<file path="config.mk">
export PLATFORM = sky130hd
export DESIGN_NAME = tdbl_ram
export DESIGN_NICKNAME = d
export VERILOG_FILES = /design/src/design/tdbl_ram.sv
export SDC_FILE = /design/constraint.sdc
export NUM_CORES = 1
export LEC_CHECK = 0
export BUFFER_PORTS_ARGS = -buffer_cell sky130_fd_sc_hd__buf_2
export CAP_MARGIN = 10
export CELL_PAD_IN_SITES_DETAIL_PLACEMENT = 1
export CELL_PAD_IN_SITES_GLOBAL_PLACEMENT = 1
export CORE_MARGIN = 2
export CORE_UTILIZATION = 41
export DETAILED_ROUTE_END_ITERATION = 10
export GPL_TIMING_DRIVEN = 0
export HOLD_SLACK_MARGIN = 0.02
export PLACE_DENSITY_LB_ADDON = 0.08
export SYNTH_ARGS = -nofsm -noshare
export SYNTH_HDL_FRONTEND = slang
export SYNTH_SLANG_ARGS = --single-unit
</file>
<file path="constraint.sdc">
create_clock -name i_clk -period 5.5 [get_ports i_clk]
set_input_delay 0.825 -clock i_clk [delete_from_list [all_inputs] [get_ports i_clk]]
set_output_delay 0.825 -clock i_clk [all_outputs]
set_load 0.05 [all_outputs]
</file>
<file path="src/design/tdbl_ram.sv">
// Generic RAM: one write port, two read ports, registered read data.
module tdbl_ram #(
    parameter int WIDTH = 8,
    parameter int DEPTH = 16
) (
    input  logic                     i_clk,
    input  logic                     i_we,
    input  logic [$clog2(DEPTH)-1:0] i_waddr,
    input  logic [WIDTH-1:0]         i_wdata,
    input  logic [$clog2(DEPTH)-1:0] i_raddr0,
    input  logic [$clog2(DEPTH)-1:0] i_raddr1,
    output logic [WIDTH-1:0]         o_rdata0,
    output logic [WIDTH-1:0]         o_rdata1
);

    logic [WIDTH-1:0] mem [DEPTH];

    always_ff @(posedge i_clk) begin
        if (i_we) begin
            mem[i_waddr] <= i_wdata;
        end
        o_rdata0 <= mem[i_raddr0];
        o_rdata1 <= mem[i_raddr1];
    end

endmodule

</file>
* After elaboration in Yosys (flattened, before gate mapping)
Memory sizes are Yosys's and may differ from the RTL's. A register that Yosys moved wholly into a read port is not among the register bits.
Index checks and enable logic that the tools add are counted.
** Operators by class
- Multiplexer cells :: 2
** Operators with widths (count)
- 1-bit 2-to-1 mux :: 2
** Storage, ports and cells
- Output and inout bits :: 16
- Memory bits (writable) :: 128
- Bits of input ports :: 22
- Logic and storage cells :: 3
- Flip-flop bits (word level) :: 0
- Memories :: 1
** Memory list
- mem :: depth 16, bits a word 8, read ports 2, clocked after Yosys merged registers in 2, write ports 1, RTL line 16 : logic [WIDTH-1:0] mem [DEPTH];

* Depth between registers and ports, before layout
Gate-level depths: netlist (run 1).
- Word-level depth :: 2
- Depth in mapped cells :: 5
- Gate-level depth less buffers :: 3

* Worst setup path after synthesis (run 1)
Ideal clock, no wire load.
- Path type :: input port to flip-flop
- From :: in i_waddr[2]
- To :: mem mem[0][0] (enable)
- Required time :: 5.117 ns
- Buffers on the path :: 0
- Library setup time :: 0.383 ns
- Arrival :: 1.935 ns
- Setup slack :: 3.182 ns
- Stages :: 2
- Cell sequence :: or3b_2 > nor3_1
** RTL lines
- start: declaration :: RTL line 8 : input logic [$clog2(DEPTH)-1:0] i_waddr,
- end: declaration :: RTL line 16
Straight into the memory's write port.

* Worst setup path after layout (run 1)
- From :: in i_waddr[2]
- To :: mem mem[1][3] (enable)
Straight into the memory's write port.

==> impl_metrics.json, run 1 <==
{
  "placed_area_um2": 6800,
  "fp.dieArea_um2": 16500,
  "grt_max_degree": 17,
  "syn_area_per_cell_um2": 20.7,
  "cts_setup_buffers": 0,
  "multiInputGateArea_um2": 2030,
  "slew_headroom_pct": 27.1,
  "layout-area-overhead-vs-synth_pct": 16.7,
  "synth_top_area_share_pct": 60.6,
  "max_freq_mhz": 440,
  "die_y_um": 128,
  "cp_max_fo": 8,
  "synthFlopType": "edfxtp_1",
  "start_util_pct": 41.9,
  "fin_area_um2": 7400,
  "wl_per_cell_um": 28.8,
  "critPathLaunchType": "input port",
  "drc_errors": 0,
  "post_cts_resize_count": 0,
  "grt_pass1_vias": 3742,
  "synth.distinct_cells": 20,
  "clock_latency_ps": 410,
  "fin_crit_ps": 2270,
  "syn_nets": 329,
  "yosysTopAreaCell": "edfxtp_1",
  "diodes": 0,
  "maxCapViolCount": 0,
  "synth_enable_flop_cells": 128,
  "tightest_slew_ps": 1090,
  "finalSetupViolations": 0,
  "total_power_w": 0.00265,
  "numCtsBuffers": 17,
  "netlist_instances": 307,
  "fp-row-count": 45,
  "final_hold_viol_count": 0,
  "drt_pass1_iterations": 5,
  "dpl.hpwl_um": 10900,
  "ys_ff_latch": 144,
  "port_buffers": 35,
  "antenna_left": 0,
  "arrival_ps": 2300,
  "nets": 385,
  "fill_cells": 1362,
  "power.density_nw_per_um2": 358,
  "synthesis.area_um2": 6350,
  "synth-async-reset-ratio_pct": 0,
  "synth.most_common_cell": "edfxtp_1",
  "seqCellArea_um2": 4160,
  "clock_sinks": 144,
  "synth_warnings": 0,
  "yosys-top-cells-area": "edfxtp_1 61%, mux4_2 12%, mux4_1 12%, dfxtp_1 5.0%, a22oi_1 3.8%",
  "period_share_pct": 41.4,
  "die_x_um": 128,
  "via_per_inst": 6.03,
  "grt_pass1_wl_um": 24500,
  "htreeDepth": 4,
  "vias": 3403,
  "cts_tree": "built",
  "outcome": "finished, final reports clean",
  "ys_seq_area_share_pct": 65.6,
  "drt_iter0_drc": 224,
  "clk_pin_slew_worst_paths_ps": 60,
  "rsz0062_at_grt": "no",
  "grt_remaining_overflow": 0,
  "worstSetupPathType": "input port to flop",
  "hold_path_class": "flop to flop",
  "drv_slew": 0,
  "routed_wl_um": 16200,
  "required_ps": 5530,
  "track_usage_pct": 21.7,
  "antenna_found_initial": 0,
  "ioPinCount": 38,
  "gp_congestion": 0.698,
  "design.core.area_um2": 15100,
  "fin_skew_ps": 4.77,
  "final_layout_size_suffix_gt1_share_pct": 33.8,
  "root_buffer": "clkbuf_16",
  "cts_buffer_depth": 2,
  "ctsHoldBuffers": 0,
  "setup_tns_ps": 0,
  "p_leak_nw": 2.55,
  "ir_worst_vdd_mv": 0.219,
  "end_kind": "flop",
  "synthTopCellsByCount": "128 x edfxtp_1, 34 x mux4_2, 32 x a22oi_1"
}
-- placed cells by master (no fill, tap or decap), drive strengths merged, types with 2 or more instances in the layout --
cell type	count
dfxtp	16
nand2	17
nand2b	2
nor2b	2
a22oi	32
nor3	4
nand3b	2
edfxtp	128
nor2	14
buf	51
clkinvlp	3
clkbuf	23
clkdlybuf4s25	6
and2b	2
and2	2
clkinv	3
bufinv	3
mux4	64
-- cell families (layout without fill, tap and decap cells) --
kind of cell / Yosys count / count (layout) / synth area share [%]
muxes: 64 / 64 / 24.4
DFF: 144 / 144 / 65.6
and+or+nand+nor: 47 / 47 / 3.43
buffers and inverters: 20 / 89 / 2.72
AOI/OAI and AO/OA: 32 / 32 / 3.79
-- worst max-delay path, cell delays in order --
cell	delay (ps)
buf_2	120
or3b_2	520
nor2_1	840
-- sequential cells by signal, summed over array words and instances (netlist names) --
signal / flops
mem: 128
o_rdata0: 8
o_rdata1: 8
-- stage by stage --
stage	instances	setup WS [ps]	hold slack, ps	utilization (%)
4_1_cts	564	3270	715	48.9
3_5_place_dp	532	2830	697	44.9
3_3_place_gp	530	2410	681	44.6
6_report	564	3230	710	48.9
5_1_grt	564	3170	736	48.9
2_1_floorplan	307	3180	647	-
-- where the power goes --
group	total (W)	switching [W]	internal, W
registers	0.00124	0.0000113	0.00122
logic	0.000241	0.000153	0.0000877
clock network	0.00117	0.000425	0.000748
total	0.00265	0.000590	0.00206
-- cell type report --
| class | count | share of cell area [%] |
|---|---|---|
| timing repair buffer | 37 | 2.62 |
| clock inverter | 9 | 1.77 |
| clock buffer | 23 | 6.45 |
| multi-input combinational | 143 | 27.4 |
| buffer | 20 | 2.33 |
| tap | 188 | 3.18 |
| sequential | 144 | 56.2 |
-- layer usage --
layer | track usage [%] | vias to the layer above | wire, um
met5 | 0 | - | 0
met4 | 8.92 | 0 | 372
li1 | - | 1452 | -
met1 | 27.9 | 1825 | 6770
met2 | 37.0 | 101 | 8420
met3 | 3.66 | 25 | 673
-- final timing paths --
kind,start,cells after the start,endpoint,slack [ps]
max,i_waddr[2],3,mem[1][3],3230
min,mem[11][2],3,o_rdata0[2],710
max reg2reg,mem[0][7],3,o_rdata1[7],3890
min reg2reg,mem[11][2],3,o_rdata0[2],710
Note: power is estimated with default switching activity, not from simulation.
==> inputs of run 2 (changes only) <==
Settings changed: ABC_AREA set to 1.
Clock period 5.5 ns to 2.1 ns, I/O delays scaled along.
==> impl_metrics.json, run 2 <==
{
  "design.core.area_um2": 17300,
  "crit_chain": "buf_2 > nand3b_1 > nor2_1",
  "timing.rr.start": "mem[3][2]",
  "grt_max_degree": 17,
  "synth.distinct_cells": 13,
  "drc_errors": 0,
  "syn_area_per_cell_um2": 8.53,
  "reg.largest.list": "mem (128), o_rdata0 (8), o_rdata1 (8)",
  "arrival_ps": 1610,
  "drv_slew": 0,
  "dpl.hpwl_um": 19600,
  "start_util_pct": 42.0,
  "outcome": "finished, final reports clean",
  "final_cell_mix": "277 x nand2_1, 225 x nand3_1, 134 x inv_1",
  "die_x_um": 137,
  "required_ps": 2140,
  "gp_congestion": 0.923,
  "final_hold_viol_count": 0,
  "place_inst": 1107,
  "tightest_slew_ps": 1220,
  "rsz0062_at_grt": "no",
  "antenna_left": 0,
  "largest_register_ffs": 128,
  "grt_remaining_overflow": 0,
  "synthesis.area_um2": 7260,
  "cts_tree": "built",
  "cp_max_fo": 8,
  "crit_family": "simple AND/OR/NAND/NOR gates",
  "ys_ff_latch": 144,
  "layout-area-overhead-vs-synth_pct": 14.2,
  "syn_nets": 873,
  "end_kind": "flop",
  "slowest_delay_ps": 940,
  "drt_pass1_iterations": 5,
  "hold_path_class": "input port to flop",
  "worstSetupPathType": "input port to flop",
  "synth-async-reset-ratio_pct": 0,
  "synth_warnings": 0,
  "fin_crit_ps": 1570,
  "crit_cells": 3,
  "fin_skew_ps": 6.32,
  "wl_per_cell_um": 24.9,
  "numCtsBuffers": 17,
  "synth_enable_flop_cells": 128,
  "final_core_util_pct": 47.9,
  "port_buffers": 31,
  "netlist_instances": 851,
  "routed_wl_um": 28400,
  "synthTopCellsByCount": "277 x nand2_1, 225 x nand3_1, 134 x inv_1",
  "clock_sinks": 144,
  "synth_top_area_share_pct": 52.9,
  "critPathLaunchType": "input port",
  "cts_buffer_depth": 2,
  "power.density_nw_per_um2": 863,
  "finalSetupViolations": 0,
  "rr_worst_depth": 6,
  "yosys-top-cells-area": "edfxtp_1 53%, nand3_1 16%, nand2_1 14%, inv_1 6.9%, dfxtp_1 4.4%",
  "cts_setup_buffers": 0,
  "fp.dieArea_um2": 18800,
  "final_layout_size_suffix_gt1_share_pct": 11.9,
  "track_usage_pct": 31.7,
  "post_cts_resize_count": 0,
  "root_buffer": "clkbuf_16",
  "synthFlopType": "edfxtp_1",
  "nets": 923,
  "crit_buf_inv": 1,
  "via_per_inst": 5.69,
  "slowest_stage": "nor2_1",
  "max_freq_mhz": 638,
  "slew_headroom_pct": 18.5,
  "vias": 6490,
  "maxCapViolCount": 0,
  "htreeDepth": 4,
  "p_leak_nw": 3.77,
  "reg2reg_to": "o_rdata0[2]",
  "stdcell_count": 1140,
  "fill_cells": 2096,
  "ctsHoldBuffers": 0,
  "critPathLaunch": "i_waddr[3]",
  "antenna_found_initial": 0,
  "fin_area_um2": 8290,
  "clock_latency_ps": 430,
  "final_common_cell": "nand2_1",
  "setup_tns_ps": 0,
  "yosysTopAreaCell": "edfxtp_1",
  "ioPinCount": 38,
  "synth.most_common_cell": "nand2_1",
  "largest_register": "mem",
  "hold_start": "i_wdata[7]",
  "clk_pin_slew_worst_paths_ps": 70,
  "die_y_um": 137,
  "fp-row-count": 48,
  "placed_area_um2": 7700,
  "grt_pass1_vias": 6739,
  "drt_iter0_drc": 736,
  "ir_worst_vdd_mv": 0.537,
  "grt_pass1_wl_um": 41700,
  "period_share_pct": 74.6,
  "ys_seq_area_share_pct": 57.4,
  "reg2reg_slack_ps": 880,
  "endpoint": "mem[5][7]"
}
## run 2: per-stage QoR
stage | hold slack [ps] | worst slack, ps | power [W]
after floorplan | 414 | 834 | 0.00381
after global placement | 682 | 167 | 0.00413
after detailed placement | 684 | 107 | 0.00416
after CTS | 304 | 551 | 0.00714
after global routing | 316 | 469 | 0.00732
final | 315 | 533 | 0.00715
## run 2: routing by layer
metal,part of all wire [%],GRT usage [%],vias up,routed length (um)
met5,0,0,-,0
met4,3.4,14.3,0,965
met3,8.8,6.96,69,2490
met2,45,48.5,371,12800
met1,43,43.1,3199,12100
li1,-,-,2851,-
## run 2: worst min path at each step
stage | end | slack [ps] | depth (start not counted)
floorplan | mem[0][0] | 410 | 0
global placement | o_rdata0[4] | 680 | 6
detailed placement | o_rdata0[4] | 680 | 6
CTS | mem[15][7] | 300 | 1
global route | mem[15][7] | 320 | 1
finish | mem[15][7] | 320 | 1
## run 2: cells by family (layout without fill, tap and decap cells)
kind of cell	after synthesis	count (layout)	share of synthesized area (%)
AND/OR/NAND/NOR	521	521	30.9
other	0	1	0
flip-flops	144	144	57.4
buffers and inverters	186	249	11.7
## run 2: worst register-to-register path, cell delays in order (launching register included)
cell and delay, ps:
edfxtp_1 360, inv_1 110, nand2_1 60, nand3_1 80, nand3_1 160, nand3_1 230
nand2_1 100
## run 2: final cells by class
cell class / instances / area [um2] / area share (%)
flip-flops and latches: 144 / 4160 / 50.2
plain buffers: 48 / 333 / 4.02
multi-input cells: 521 / 2240 / 27.1
clock buffers: 23 / 522 / 6.30
clock inverters: 9 / 66.3 / 0.800
diodes: 1 / 2.50 / 0.0302
well taps: 225 / 282 / 3.40
repair buffers: 31 / 155 / 1.87
inverters: 138 / 518 / 6.25
## run 2: where the power goes
group | internal [W] | total (W) | leakage (nW) | switching [W]
clock network | 0.00176 | 0.00302 | 0.290 | 0.00126
registers | 0.00320 | 0.00323 | 1.29 | 0.0000214
logic | 0.000217 | 0.000903 | 2.19 | 0.000686
total | 0.00519 | 0.00715 | 3.77 | 0.00197
==> inputs of run 3 (changes only) <==
Clock period 2.1 ns to 1.5 ns, I/O delays scaled along.
==> impl_metrics.json, run 3 (synthesized netlist as in run 2, its figures left out) <==
{
  "critPathLaunchType": "input port",
  "fin_crit_ps": 1460,
  "total_power_w": 0.0100,
  "hold_path_class": "input port to flop",
  "power.density_nw_per_um2": 1210,
  "max_freq_mhz": 683,
  "swShare_pct": 27.6,
  "arrival_ps": 1510,
  "required_ps": 1540,
  "drc_errors": 0,
  "ir_worst_vdd_mv": 0.763,
  "cp_max_fo": 8,
  "start_util_pct": 42.0,
  "clkPwrFrac_pct": 42.3,
  "grt_remaining_overflow": 0,
  "clk_pin_slew_worst_paths_ps": 70,
  "holdPathStages": 1,
  "antenna_left": 0,
  "largest_register": "mem",
  "fin_area_um2": 8290,
  "vias": 6440,
  "nets": 923,
  "clock_latency_ps": 440,
  "reg.largest.list": "mem (128), o_rdata0 (8), o_rdata1 (8)",
  "htreeDepth": 4,
  "grt_pass1_wl_um": 41700,
  "slowest_stage": "nor2_1",
  "place_inst": 1107,
  "power_frac_seq_pct": 45.0,
  "stdcell_count": 1139,
  "largest_register_ffs": 128,
  "track_usage_pct": 31.7,
  "grt_pass1_vias": 6739,
  "final_cell_mix": "277 x nand2_1, 225 x nand3_1, 134 x inv_1",
  "design.core.area_um2": 17300,
  "outcome": "finished, final reports clean",
  "fp-row-count": 48,
  "drt_pass1_iterations": 5,
  "fp.dieArea_um2": 18800,
  "final_hold_viol_count": 0,
  "diodes": 0,
  "die_x_um": 137,
  "clock_sinks": 144,
  "fin_skew_ps": 6.74,
  "setup_tns_ps": 0,
  "end_kind": "flop",
  "die_y_um": 137,
  "antenna_found_initial": 0,
  "grt_max_degree": 17,
  "ioPinCount": 38,
  "final_layout_size_suffix_gt1_share_pct": 12.0,
  "root_buffer": "clkbuf_16",
  "drv_slew": 0,
  "slew_headroom_pct": 20.7,
  "switchingPower_w": 0.00276,
  "numCtsBuffers": 17,
  "dpl.hpwl_um": 19600,
  "tightest_slew_ps": 1190,
  "intPower_w": 0.00726,
  "maxCapViolCount": 0,
  "wl_per_cell_um": 25.0,
  "ctsHoldBuffers": 0,
  "port_buffers": 31,
  "final_common_cell": "nand2_1",
  "routed_wl_um": 28400,
  "cts_tree": "built",
  "rsz0062_at_grt": "yes",
  "placed_area_um2": 7700,
  "drt_iter0_drc": 734,
  "pwr-share-comb_pct": 12.6,
  "worstSetupPathType": "input port to flop",
  "rr_worst_depth": 6,
  "crit_chain": "buf_2 > nand3b_1 > nor2_1",
  "reg2reg_slack_ps": 270,
  "finalSetupViolations": 0,
  "slowest_delay_ps": 910,
  "p_leak_nw": 3.77,
  "layout-area-overhead-vs-synth_pct": 14.2,
  "period_share_pct": 97.6,
  "via_per_inst": 5.65,
  "cts_buffer_depth": 2,
  "gp_congestion": 0.923
}
## run 3: final timing paths
path | start | endpoint
setup / recovery | i_waddr[2] | mem[10][4]
hold / removal | i_wdata[7] | mem[15][7]
setup reg to reg | mem[3][2] | o_rdata0[2]
hold reg to reg | mem[10][4] | o_rdata0[4]
## run 3: power groups by stage
stage	sequential [W]	clock [W]	combinational, W
2_1_floorplan	0.00477	0	0.000565
3_3_place_gp	0.00459	0	0.00120
3_5_place_dp	0.00460	0	0.00122
4_1_cts	0.00452	0.00424	0.00123
5_1_grt	0.00452	0.00440	0.00133
6_report	0.00452	0.00424	0.00127
## run 3: area by class of cell
type                    instances  area, um2
inverters                     138        518
plain buffers                  48        333
clock buffers                  23        522
clock inverters                 9       66.3
flip-flops and latches        144       4160
repair buffers                 31        155
well taps                     225        282
fillers                      2096       9010
multi-input cells             521       2250
## run 3: routing by layer
metal	share of wire [%]	wire, um	vias up	GRT usage (%)
met5	0	0	-	0
met3	8.6	2440	64	6.96
met4	3.5	1000	0	14.3
met1	43	12200	3177	43.1
li1	-	-	2845	-
met2	45	12800	354	48.5
## run 3: through the flow
| step | worst slack, ps | util [%] | hold WS, ps |
|---|---|---|---|
| 3_5_place_dp | -403 | 44.5 | 665 |
| 6_report | 36.1 | 47.9 | 223 |
| 5_1_grt | -41.3 | 47.9 | 226 |
| 3_3_place_gp | -343 | 44.5 | 656 |
| 2_1_floorplan | 324 | - | 324 |
| 4_1_cts | 40.6 | 47.9 | 214 |
## run 3: critical path, delay by kind of cell
kind	cells	cell delay [ps]
simple gates	2	1150
buf+inv	1	120
## run 3: what timing repair did
item	CTS	global route
resized for setup	0	1
endpoints found under the hold margin	0	0
buffers inserted	0	0
setup endpoints to repair	0	32
